--- config.mk ---
export PLATFORM = sky130hd
export DESIGN_NAME = pwm_temperature_chain_decoder_core
export DESIGN_NICKNAME = d
export VERILOG_FILES = /design/src/rtl/core/ptcd_pkg.sv /design/src/rtl/core/ptcd_div.sv /design/src/rtl/core/ptcd_lines.sv /design/src/rtl/core/pwm_temperature_chain_decoder_core.sv
export SDC_FILE = /design/constraint.sdc
export NUM_CORES = 2
export LEC_CHECK = 0
export BUFFER_PORTS_ARGS = -buffer_cell sky130_fd_sc_hd__buf_2
export CORE_MARGIN = 1
export CORE_UTILIZATION = 45
export CTS_CLUSTER_DIAMETER = 30
export CTS_CLUSTER_SIZE = 30
export DETAILED_ROUTE_END_ITERATION = 16
export GPL_TIMING_DRIVEN = 1
export SETUP_SLACK_MARGIN = 0.2
export SKIP_CTS_REPAIR_TIMING = 1
export SLEW_MARGIN = 30
export SYNTH_ARGS = -nofsm -noshare
export SYNTH_HDL_FRONTEND = slang
export SYNTH_SLANG_ARGS = --single-unit
--- constraint.sdc ---
create_clock -name i_clk -period 8.5 [get_ports i_clk]
set_input_delay 1.275 -clock i_clk [delete_from_list [all_inputs] [get_ports i_clk]]
set_output_delay 1.275 -clock i_clk [all_outputs]
set_load 0.05 [all_outputs]
--- src/rtl/core/ptcd_pkg.sv ---
// Shared types, constants and helpers of the PWM temperature chain decoder.
`default_nettype none
package ptcd_pkg;

    localparam int LINES_DEF     = 5;
    localparam int MAX_EDGES_DEF = 16;
    localparam int NUM_EXP_REGS  = 5;
    localparam int CNT_W         = 5;
    localparam int IDX_W         = CNT_W + 2;
    localparam int LINE_W        = 3;
    localparam int TS_W          = 32;
    localparam int TEMP_W        = 16;
    localparam int CFG_IDX_W     = 3;
    localparam int CFG_DATA_W    = 16;
    localparam int SLOPE_W       = 10;
    localparam int DVD_W         = TS_W + SLOPE_W;
    localparam int DIV_CNT_W     = 6;

    localparam logic [SLOPE_W-1:0]   C_SLOPE   = SLOPE_W'(751);
    localparam logic [DVD_W-1:0]     C_OFFSET  = DVD_W'(421);
    localparam logic [DVD_W-1:0]     C_SAT_SUB = DVD_W'(421 + 32768);
    localparam logic [TEMP_W-1:0]    C_SAT_VAL = 16'h8000;
    localparam logic [TEMP_W-1:0]    LIMIT_RST = TEMP_W'(60);

    localparam logic [CFG_IDX_W-1:0] REG_DANGER = 3'd5;

    typedef logic [CNT_W-1:0] t_cnt;

    typedef struct packed {
        logic                func;
        logic [LINE_W-1:0]   line;
        logic [TS_W-1:0]     timestamp;
    } t_in;

    typedef struct packed {
        logic [CNT_W-1:0]         sensor_index;
        logic signed [TEMP_W-1:0] temperature;
        logic                     zero_interval;
        logic                     over_limit;
        logic [TEMP_W-1:0]        error_mask;
    } t_out;

    typedef struct packed {
        logic             close;
        logic             zero;
        logic [TS_W-1:0]  th;
        logic [TS_W-1:0]  tl;
        logic [IDX_W-1:0] idx;
    } t_pair;

    typedef enum logic [1:0] {
        ST_IDLE,
        ST_MUL,
        ST_DIV,
        ST_DONE
    } t_state;

    function automatic t_cnt exp_reset(input int i);
        t_cnt v;
        case (i)
            0:       v = 5'd9;
            1:       v = 5'd7;
            2:       v = 5'd7;
            3:       v = 5'd9;
            4:       v = 5'd5;
            default: v = 5'd1;
        endcase
        return v;
    endfunction

    function automatic t_cnt pairs_of(input t_cnt e);
        t_cnt v;
        v = (e == '0) ? '0 : ((e - 5'd1) >> 1);
        return v;
    endfunction

endpackage
`default_nettype wire

--- src/rtl/core/ptcd_div.sv ---
// Bit-serial restoring divider: (751 * high) / low, one quotient bit per cycle.
`default_nettype none
module ptcd_div
    import ptcd_pkg::*;
(
    input  wire logic             i_clk,
    input  wire logic             i_rst_n,
    input  wire logic             i_start,
    input  wire logic [TS_W-1:0]  i_th,
    input  wire logic [TS_W-1:0]  i_tl,
    output logic                  o_done,
    output logic [DVD_W-1:0]      o_quot,
    output logic [TS_W-1:0]       o_rem
);

    logic [DVD_W-1:0]     r_dvd;
    logic [TS_W-1:0]      r_dvs;
    logic [TS_W-1:0]      r_rem;
    logic [DIV_CNT_W-1:0] r_cnt;
    logic                 r_busy;
    logic                 r_done;

    logic [TS_W:0]        shifted;
    logic [TS_W+1:0]      diff;
    logic                 qbit;
    logic [TS_W-1:0]      n_rem;

    always_comb begin
        shifted = {r_rem, r_dvd[DVD_W-1]};
        diff    = {1'b0, shifted} - {2'b00, r_dvs};
        qbit    = !diff[TS_W+1];
        n_rem   = qbit ? diff[TS_W-1:0] : shifted[TS_W-1:0];
    end

    always_ff @(posedge i_clk) begin
        if (!i_rst_n) begin
            r_busy <= 1'b0;
            r_done <= 1'b0;
            r_cnt  <= '0;
        end else begin
            r_done <= 1'b0;
            if (i_start) begin
                r_busy <= 1'b1;
                r_cnt  <= DIV_CNT_W'(DVD_W);
            end else if (r_busy) begin
                r_cnt <= r_cnt - 1'b1;
                if (r_cnt == DIV_CNT_W'(1)) begin
                    r_busy <= 1'b0;
                    r_done <= 1'b1;
                end
            end
        end
    end

    always_ff @(posedge i_clk) begin
        if (i_start) begin
            r_dvd <= DVD_W'(C_SLOPE) * DVD_W'(i_th);
            r_dvs <= i_tl;
            r_rem <= '0;
        end else if (r_busy) begin
            r_dvd <= {r_dvd[DVD_W-2:0], qbit};
            r_rem <= n_rem;
        end
    end

    assign o_done = r_done;
    assign o_quot = r_dvd;
    assign o_rem  = r_rem;

endmodule
`default_nettype wire

--- src/rtl/core/ptcd_lines.sv ---
// Per-line edge counters, previous edges and high intervals; pair detection.
`default_nettype none
module ptcd_lines
    import ptcd_pkg::*;
#(
    parameter int LINES     = LINES_DEF,
    parameter int MAX_EDGES = MAX_EDGES_DEF
) (
    input  wire logic  i_clk,
    input  wire logic  i_rst_n,
    input  wire logic  i_accept,
    input  wire t_in   i_in,
    input  wire t_cnt  i_exp [LINES],
    output t_pair      o_pair
);

    localparam int LW = (LINES > 1) ? $clog2(LINES) : 1;

    t_cnt             r_cnt  [LINES];
    logic [TS_W-1:0]  r_prev [LINES];
    logic [TS_W-1:0]  r_high [LINES];

    t_cnt             eff  [LINES];
    logic [IDX_W-1:0] base [LINES];
    logic [IDX_W-1:0] acc;
    logic [LW-1:0]    sel;
    logic             line_ok;
    logic             take;
    t_cnt             c;
    logic [TS_W-1:0]  delta;

    always_comb begin
        acc = '0;
        for (int i = 0; i < LINES; i++) begin
            eff[i]  = ({1'b0, i_exp[i]} > (CNT_W+1)'(MAX_EDGES)) ? CNT_W'(MAX_EDGES) : i_exp[i];
            base[i] = acc;
            acc     = acc + IDX_W'(pairs_of(eff[i]));
        end
    end

    always_comb begin
        line_ok = 32'(i_in.line) < LINES;
        sel     = LW'(i_in.line);
        c       = line_ok ? r_cnt[sel] : '0;
        take    = i_in.func && line_ok && (c < (line_ok ? eff[sel] : '0));
        delta   = i_in.timestamp - (line_ok ? r_prev[sel] : '0);
        o_pair.th    = line_ok ? r_high[sel] : '0;
        o_pair.tl    = delta;
        o_pair.close = take && !c[0];
        o_pair.zero  = (o_pair.th == '0) || (delta == '0);
        o_pair.idx   = IDX_W'((c - 5'd2) >> 1) + (line_ok ? base[sel] : '0);
    end

    always_ff @(posedge i_clk) begin
        if (!i_rst_n) begin
            for (int i = 0; i < LINES; i++) begin
                r_cnt[i]  <= 5'd1;
                r_prev[i] <= '0;
                r_high[i] <= '0;
            end
        end else if (i_accept) begin
            if (!i_in.func) begin
                for (int i = 0; i < LINES; i++) begin
                    r_cnt[i]  <= 5'd1;
                    r_prev[i] <= '0;
                    r_high[i] <= '0;
                end
            end else if (take) begin
                r_prev[sel] <= i_in.timestamp;
                r_cnt[sel]  <= c + 5'd1;
                if (c[0]) begin
                    r_high[sel] <= delta;
                end
            end
        end
    end

endmodule
`default_nettype wire

--- src/rtl/core/pwm_temperature_chain_decoder_core.sv ---
// Top level: config registers, sequencer, decode and output register.
// Sequence: an edge that closes a pair registers its intervals, forms the product in ST_MUL,
// runs the bit-serial divide in ST_DIV, then decodes into the output register from ST_DONE once
// it is free; a zero-interval pair goes straight to ST_DONE. Other edges and start items give no
// result. One item at a time: a closing pair holds the input until its result is loaded.
// Reset (synchronous, active low) restores register defaults and clears all line state.
`default_nettype none
module pwm_temperature_chain_decoder_core
    import ptcd_pkg::*;
#(
    parameter int LINES     = LINES_DEF,
    parameter int MAX_EDGES = MAX_EDGES_DEF
) (
    input  wire logic                   i_clk,
    input  wire logic                   i_rst_n,
    input  wire logic                   i_in_valid,
    output logic                        o_in_ready,
    input  wire t_in                    i_in,
    output logic                        o_out_valid,
    input  wire logic                   i_out_ready,
    output t_out                        o_out,
    input  wire logic                   i_cfg_valid,
    output logic                        o_cfg_ready,
    input  wire logic [CFG_IDX_W-1:0]   i_cfg_index,
    input  wire logic [CFG_DATA_W-1:0]  i_cfg_data
);

    t_state               r_state, n_state;
    t_cnt                 r_exp [NUM_EXP_REGS];
    logic [TEMP_W-1:0]    r_limit;
    logic [TEMP_W-1:0]    r_sticky, n_sticky;
    logic [TS_W-1:0]      r_th, r_tl;
    logic [IDX_W-1:0]     r_idx;
    logic                 r_zero;
    logic                 r_out_valid;
    t_out                 r_out, n_out;

    t_cnt                 line_exp [LINES];
    t_pair                pair;
    logic                 in_acc;
    logic                 div_start;
    logic                 div_done;
    logic [DVD_W-1:0]     quot;
    logic [TS_W-1:0]      rem;
    logic                 out_load;
    logic                 quot_low;
    logic [DVD_W-1:0]     sub;
    logic [TEMP_W-1:0]    temp;
    logic                 over;

    for (genvar g = 0; g < LINES; g++) begin : g_exp
        if (g < NUM_EXP_REGS) begin : g_reg
            assign line_exp[g] = r_exp[g];
        end else begin : g_fix
            assign line_exp[g] = 5'd1;
        end
    end

    assign o_cfg_ready = 1'b1;
    assign in_acc      = i_in_valid && o_in_ready;

    always_ff @(posedge i_clk) begin
        if (!i_rst_n) begin
            for (int i = 0; i < NUM_EXP_REGS; i++) begin
                r_exp[i] <= exp_reset(i);
            end
            r_limit <= LIMIT_RST;
        end else if (i_cfg_valid && o_cfg_ready) begin
            if (i_cfg_index == REG_DANGER) begin
                r_limit <= i_cfg_data;
            end else if (32'(i_cfg_index) < NUM_EXP_REGS) begin
                r_exp[i_cfg_index] <= i_cfg_data[CNT_W-1:0];
            end
        end
    end

    ptcd_lines #(
        .LINES     (LINES),
        .MAX_EDGES (MAX_EDGES)
    ) u_lines (
        .i_clk    (i_clk),
        .i_rst_n  (i_rst_n),
        .i_accept (in_acc),
        .i_in     (i_in),
        .i_exp    (line_exp),
        .o_pair   (pair)
    );

    ptcd_div u_div (
        .i_clk   (i_clk),
        .i_rst_n (i_rst_n),
        .i_start (div_start),
        .i_th    (r_th),
        .i_tl    (r_tl),
        .o_done  (div_done),
        .o_quot  (quot),
        .o_rem   (rem)
    );

    always_comb begin
        n_state = r_state;
        unique case (r_state)
            ST_IDLE: begin
                if (in_acc && pair.close) begin
                    n_state = pair.zero ? ST_DONE : ST_MUL;
                end
            end
            ST_MUL:  n_state = ST_DIV;
            ST_DIV: begin
                if (div_done) begin
                    n_state = ST_DONE;
                end
            end
            ST_DONE: begin
                if (out_load) begin
                    n_state = ST_IDLE;
                end
            end
            default: n_state = ST_IDLE;
        endcase
    end

    always_comb begin
        o_in_ready = (r_state == ST_IDLE);
        div_start  = (r_state == ST_MUL);
        out_load   = (r_state == ST_DONE) && (!r_out_valid || i_out_ready);
    end

    always_comb begin
        quot_low = (quot < C_OFFSET) || ((quot == C_OFFSET) && (rem == '0));
        sub      = quot + DVD_W'(quot_low && (rem != '0));
        if (r_zero) begin
            temp = '0;
        end else if (sub >= C_SAT_SUB) begin
            temp = C_SAT_VAL;
        end else begin
            temp = TEMP_W'(C_OFFSET) - sub[TEMP_W-1:0];
        end
        over     = !r_zero && ($signed(temp) > $signed(r_limit));
        n_sticky = r_sticky;
        if (over && (r_idx < IDX_W'(TEMP_W))) begin
            n_sticky[r_idx[CNT_W-2:0]] = 1'b1;
        end
        n_out.sensor_index  = r_idx[CNT_W-1:0];
        n_out.temperature   = temp;
        n_out.zero_interval = r_zero;
        n_out.over_limit    = over;
        n_out.error_mask    = n_sticky;
    end

    always_ff @(posedge i_clk) begin
        if (!i_rst_n) begin
            r_state     <= ST_IDLE;
            r_sticky    <= '0;
            r_out_valid <= 1'b0;
        end else begin
            r_state <= n_state;
            if (in_acc && !i_in.func) begin
                r_sticky <= '0;
            end else if (out_load) begin
                r_sticky <= n_sticky;
            end
            if (out_load) begin
                r_out_valid <= 1'b1;
            end else if (i_out_ready) begin
                r_out_valid <= 1'b0;
            end
        end
    end

    always_ff @(posedge i_clk) begin
        if (in_acc && pair.close) begin
            r_th   <= pair.th;
            r_tl   <= pair.tl;
            r_idx  <= pair.idx;
            r_zero <= pair.zero;
        end
        if (out_load) begin
            r_out <= n_out;
        end
    end

    assign o_out_valid = r_out_valid;
    assign o_out       = r_out;

    a_done_in_div: assert property (@(posedge i_clk) disable iff (!i_rst_n)
        div_done |-> r_state == ST_DIV)
        else $error("divider finished outside of the divide state");

    a_pair_starts_mul: assert property (@(posedge i_clk) disable iff (!i_rst_n)
        (in_acc && pair.close && !pair.zero) |=> r_state == ST_MUL)
        else $error("closed pair did not start the product cycle");

    a_mul_to_div: assert property (@(posedge i_clk) disable iff (!i_rst_n)
        r_state == ST_MUL |=> r_state == ST_DIV)
        else $error("product cycle not followed by divide");

    a_zero_result: assert property (@(posedge i_clk) disable iff (!i_rst_n)
        (r_out_valid && r_out.zero_interval) |->
            (!r_out.over_limit && r_out.temperature == '0))
        else $error("zero-interval result carries a temperature or limit flag");

endmodule
`default_nettype wire
==> run metrics <==
Peak VDD IR=approximately 0.21 mV; Syn. warnings=0; nets=4239; Sum Neg Setup Slack=0 ns; Final Hold Viols=0; IO Pins=102; Core Util, Final=0.527; Syn Nets=4104; Syn Inst Count=roughly 3600; Die ar.=90300 µm²; post-route ant nets=0; CTS tree=done; via-per-instance ratio=approximately 5.6; crit path DAT=just under 8 ns; Clock Tree Root=clkbuf_16; DP Area=between 40000 and 50000 µm²; I/O Buffers=100; Post-synth EDFFs=555; LEAKAGE=19.2 nW; vias in the first global route=roughly 29000; Wirelength per Cell=~21 µm; Pre-Repair DR Iteration Count=7; largest net degree at the start of global routing=70; Critical Path Sink Type=register; hold crit path type=register to register; Netlist cell types=95; CP max stage delay=0.45 ns; Num CTS Buffers=around 140; cell area after layout=46600 µm²; status=completed; synth-to-layout area growth=16.2%; initial antenna violation count=0; Final Critical Period=about 7.4 ns; top_reg_cell synth=edfxtp_1; most frequent cells in the layout=edfxtp_1, nor2_1, inv_1, ha_1, nand2_1; commonest non-fill, non-tap cell in the layout=edfxtp_1; HPWL Detailed=about 75000 µm; Syn Area/Cell=between 10 and 15 µm²; gr ovfl total=0; die width=301 µm; Final setup viols=0; Fmax=136 MHz; fin cells=just over 5000; Setup WS post-layout=1.14 ns; Final Cycle Share=0.866; clk_skew=between 0.02 and 0.025 ns; number of DRC markers in iteration 0=just under 2000; Slowest cell on crit path=edfxtp_1; Hold WS=approximately 0.42 ns; layout cells sized above 1=0.132; Final Power=~14 mW; Setup CP Type=register to register; Post-Place Setup Slack=between 1 and 1.5 ns; RSZ-0062 raised after global routing=no; row cnt=about 110; H-tree depth=4; placed insts=about 4800; register area share after synthesis=0.453; synthesized cell area=40100 µm²; Worst-Margin Slew=between 0.9 and 1 ns; Core Region=88400 µm²; Max FO, Critical Path=16; max_slew headroom=0.362; antenna diode count=0; CTS clock-pin slew for the worst setup and hold paths=0.05 ns; MaxCap Viol Count=0; synthesized flop and latch total=630; first-pass GRT wire length=about 160000 µm; GRT Overall Usage=0.237; count of pins over their slew limit=0; Initial Utilization=0.454; asr flop ratio synth=0; Sink Count=between 600 and 700; Req. time, crit path=roughly 9 ns; startpoint class of the critical path=register; routability cong.=~0.90; die height=301 µm; Worst-Skew Late Latency=roughly 0.72 ns; pwr dens=between 300 and 400 nW/µm²; Top cell by count, worst path=ha_1; # DRC=0; detailed-route via count=~28000; Post-Route WL=105000 µm; Longest Clk Path Bufs=3
[worst max-delay path: cells and delay by family, from the launching register on]
family / cells / cell delay (ns)
adders and majority gates: 3 / 0.87
AOI/OAI and AO/OA: 12 / 2.20
and+or+nand+nor: 12 / 3.10
buffers and inverters: 2 / 0.46
DFF: 1 / 0.45
[layer usage]
| layer | wire length (µm) | track usage |
|---|---|---|
| met1 | 45900 | 0.312 |
| met5 | 0 | 0 |
| met2 | 50700 | 0.398 |
| met4 | 2880 | 0.0821 |
| met3 | 5280 | 0.0358 |
[power by group]
group | internal, mW | total (mW) | switching (mW)
Combinational | 1.90 | 4.63 | 2.73
Clock | 3.51 | 5.28 | 1.77
Sequential | 3.81 | 4.13 | 0.314
[flip-flops by register name, summed over array words and instances (netlist names), 32 cells and up]
name / count
u_lines.r_high: 160
u_lines.r_prev: 160
u_div.o_quot: 42
o_out: 39
r_th: 32
r_tl: 32
u_div.o_rem: 32
u_div.r_dvs: 32
[worst paths after layout]
kind,startpoint,endpoint,slack (ns),depth (start not counted)
max reg2reg,u_div.o_quot[40]$_DFFE_PP_,o_out[14]$_DFFE_PP_,1.14,29
max,u_div.o_quot[40]$_DFFE_PP_,o_out[14]$_DFFE_PP_,1.14,29
min,r_tl[29]$_DFFE_PP_,u_div.r_dvs[29]$_DFFE_PP_,0.42,0
min reg2reg,r_tl[29]$_DFFE_PP_,u_div.r_dvs[29]$_DFFE_PP_,0.42,0
[cell families (layout without fill, tap and decap cells)]
family                     after synthesis  after routing  synth area share
adders and majority gates              429            429             0.168
muxes                                  120            120            0.0472
DFF                                    630            630             0.453
xor gates and xnor gates               122            122            0.0268
AOI/OAI and AO/OA                      667            667             0.114
other                                    1              1         0.0000935
and+or+nand+nor                       1154           1154             0.143
buffers and inverters                  492            741            0.0476
[Yosys cell counts, types with 16 or more instances]
cell type,count,area share
edfxtp_1,555,0.42
nor2_1,355,0.033
inv_1,335,0.031
ha_1,248,0.077
nand2_1,229,0.021
and2_1,182,0.028
fa_1,181,0.090
a21oi_1,167,0.021
clkbuf_1,105,0.0098
o21ai_0,97,0.012
xnor2_1,82,0.018
dfxtp_1,75,0.037
a21o_1,74,0.014
nand3_1,61,0.0076
nor3_1,57,0.0071
mux4_2,52,0.029
nor4_1,49,0.0076
nand2b_1,44,0.0069
a22o_1,43,0.0094
xor2_1,39,0.0085
a22oi_1,36,0.0067
mux2_2,34,0.0095
mux2i_1,34,0.0085
a311oi_1,32,0.0070
buf_2,31,0.0039
nor2b_1,31,0.0048
and3_1,30,0.0047
or3_1,28,0.0044
nand4_1,27,0.0042
a31oi_1,20,0.0031
o22ai_1,19,0.0030
o21a_1,18,0.0034
o211ai_1,16,0.0030
o21bai_1,16,0.0030
[layout make-up]
type / count / area [µm²]
Multi-Input combinational cell: 2493 / 20100
Clock buffer: 164 / 3660
Sequential cell: 630 / 18200
Timing Repair Buffer: 149 / 940
Fill cell: 7772 / 41800
Clock inverter: 90 / 1010
Inverter: 338 / 1270
Tap cell: 1165 / 1460
Note: power is estimated with default switching activity, not from simulation.
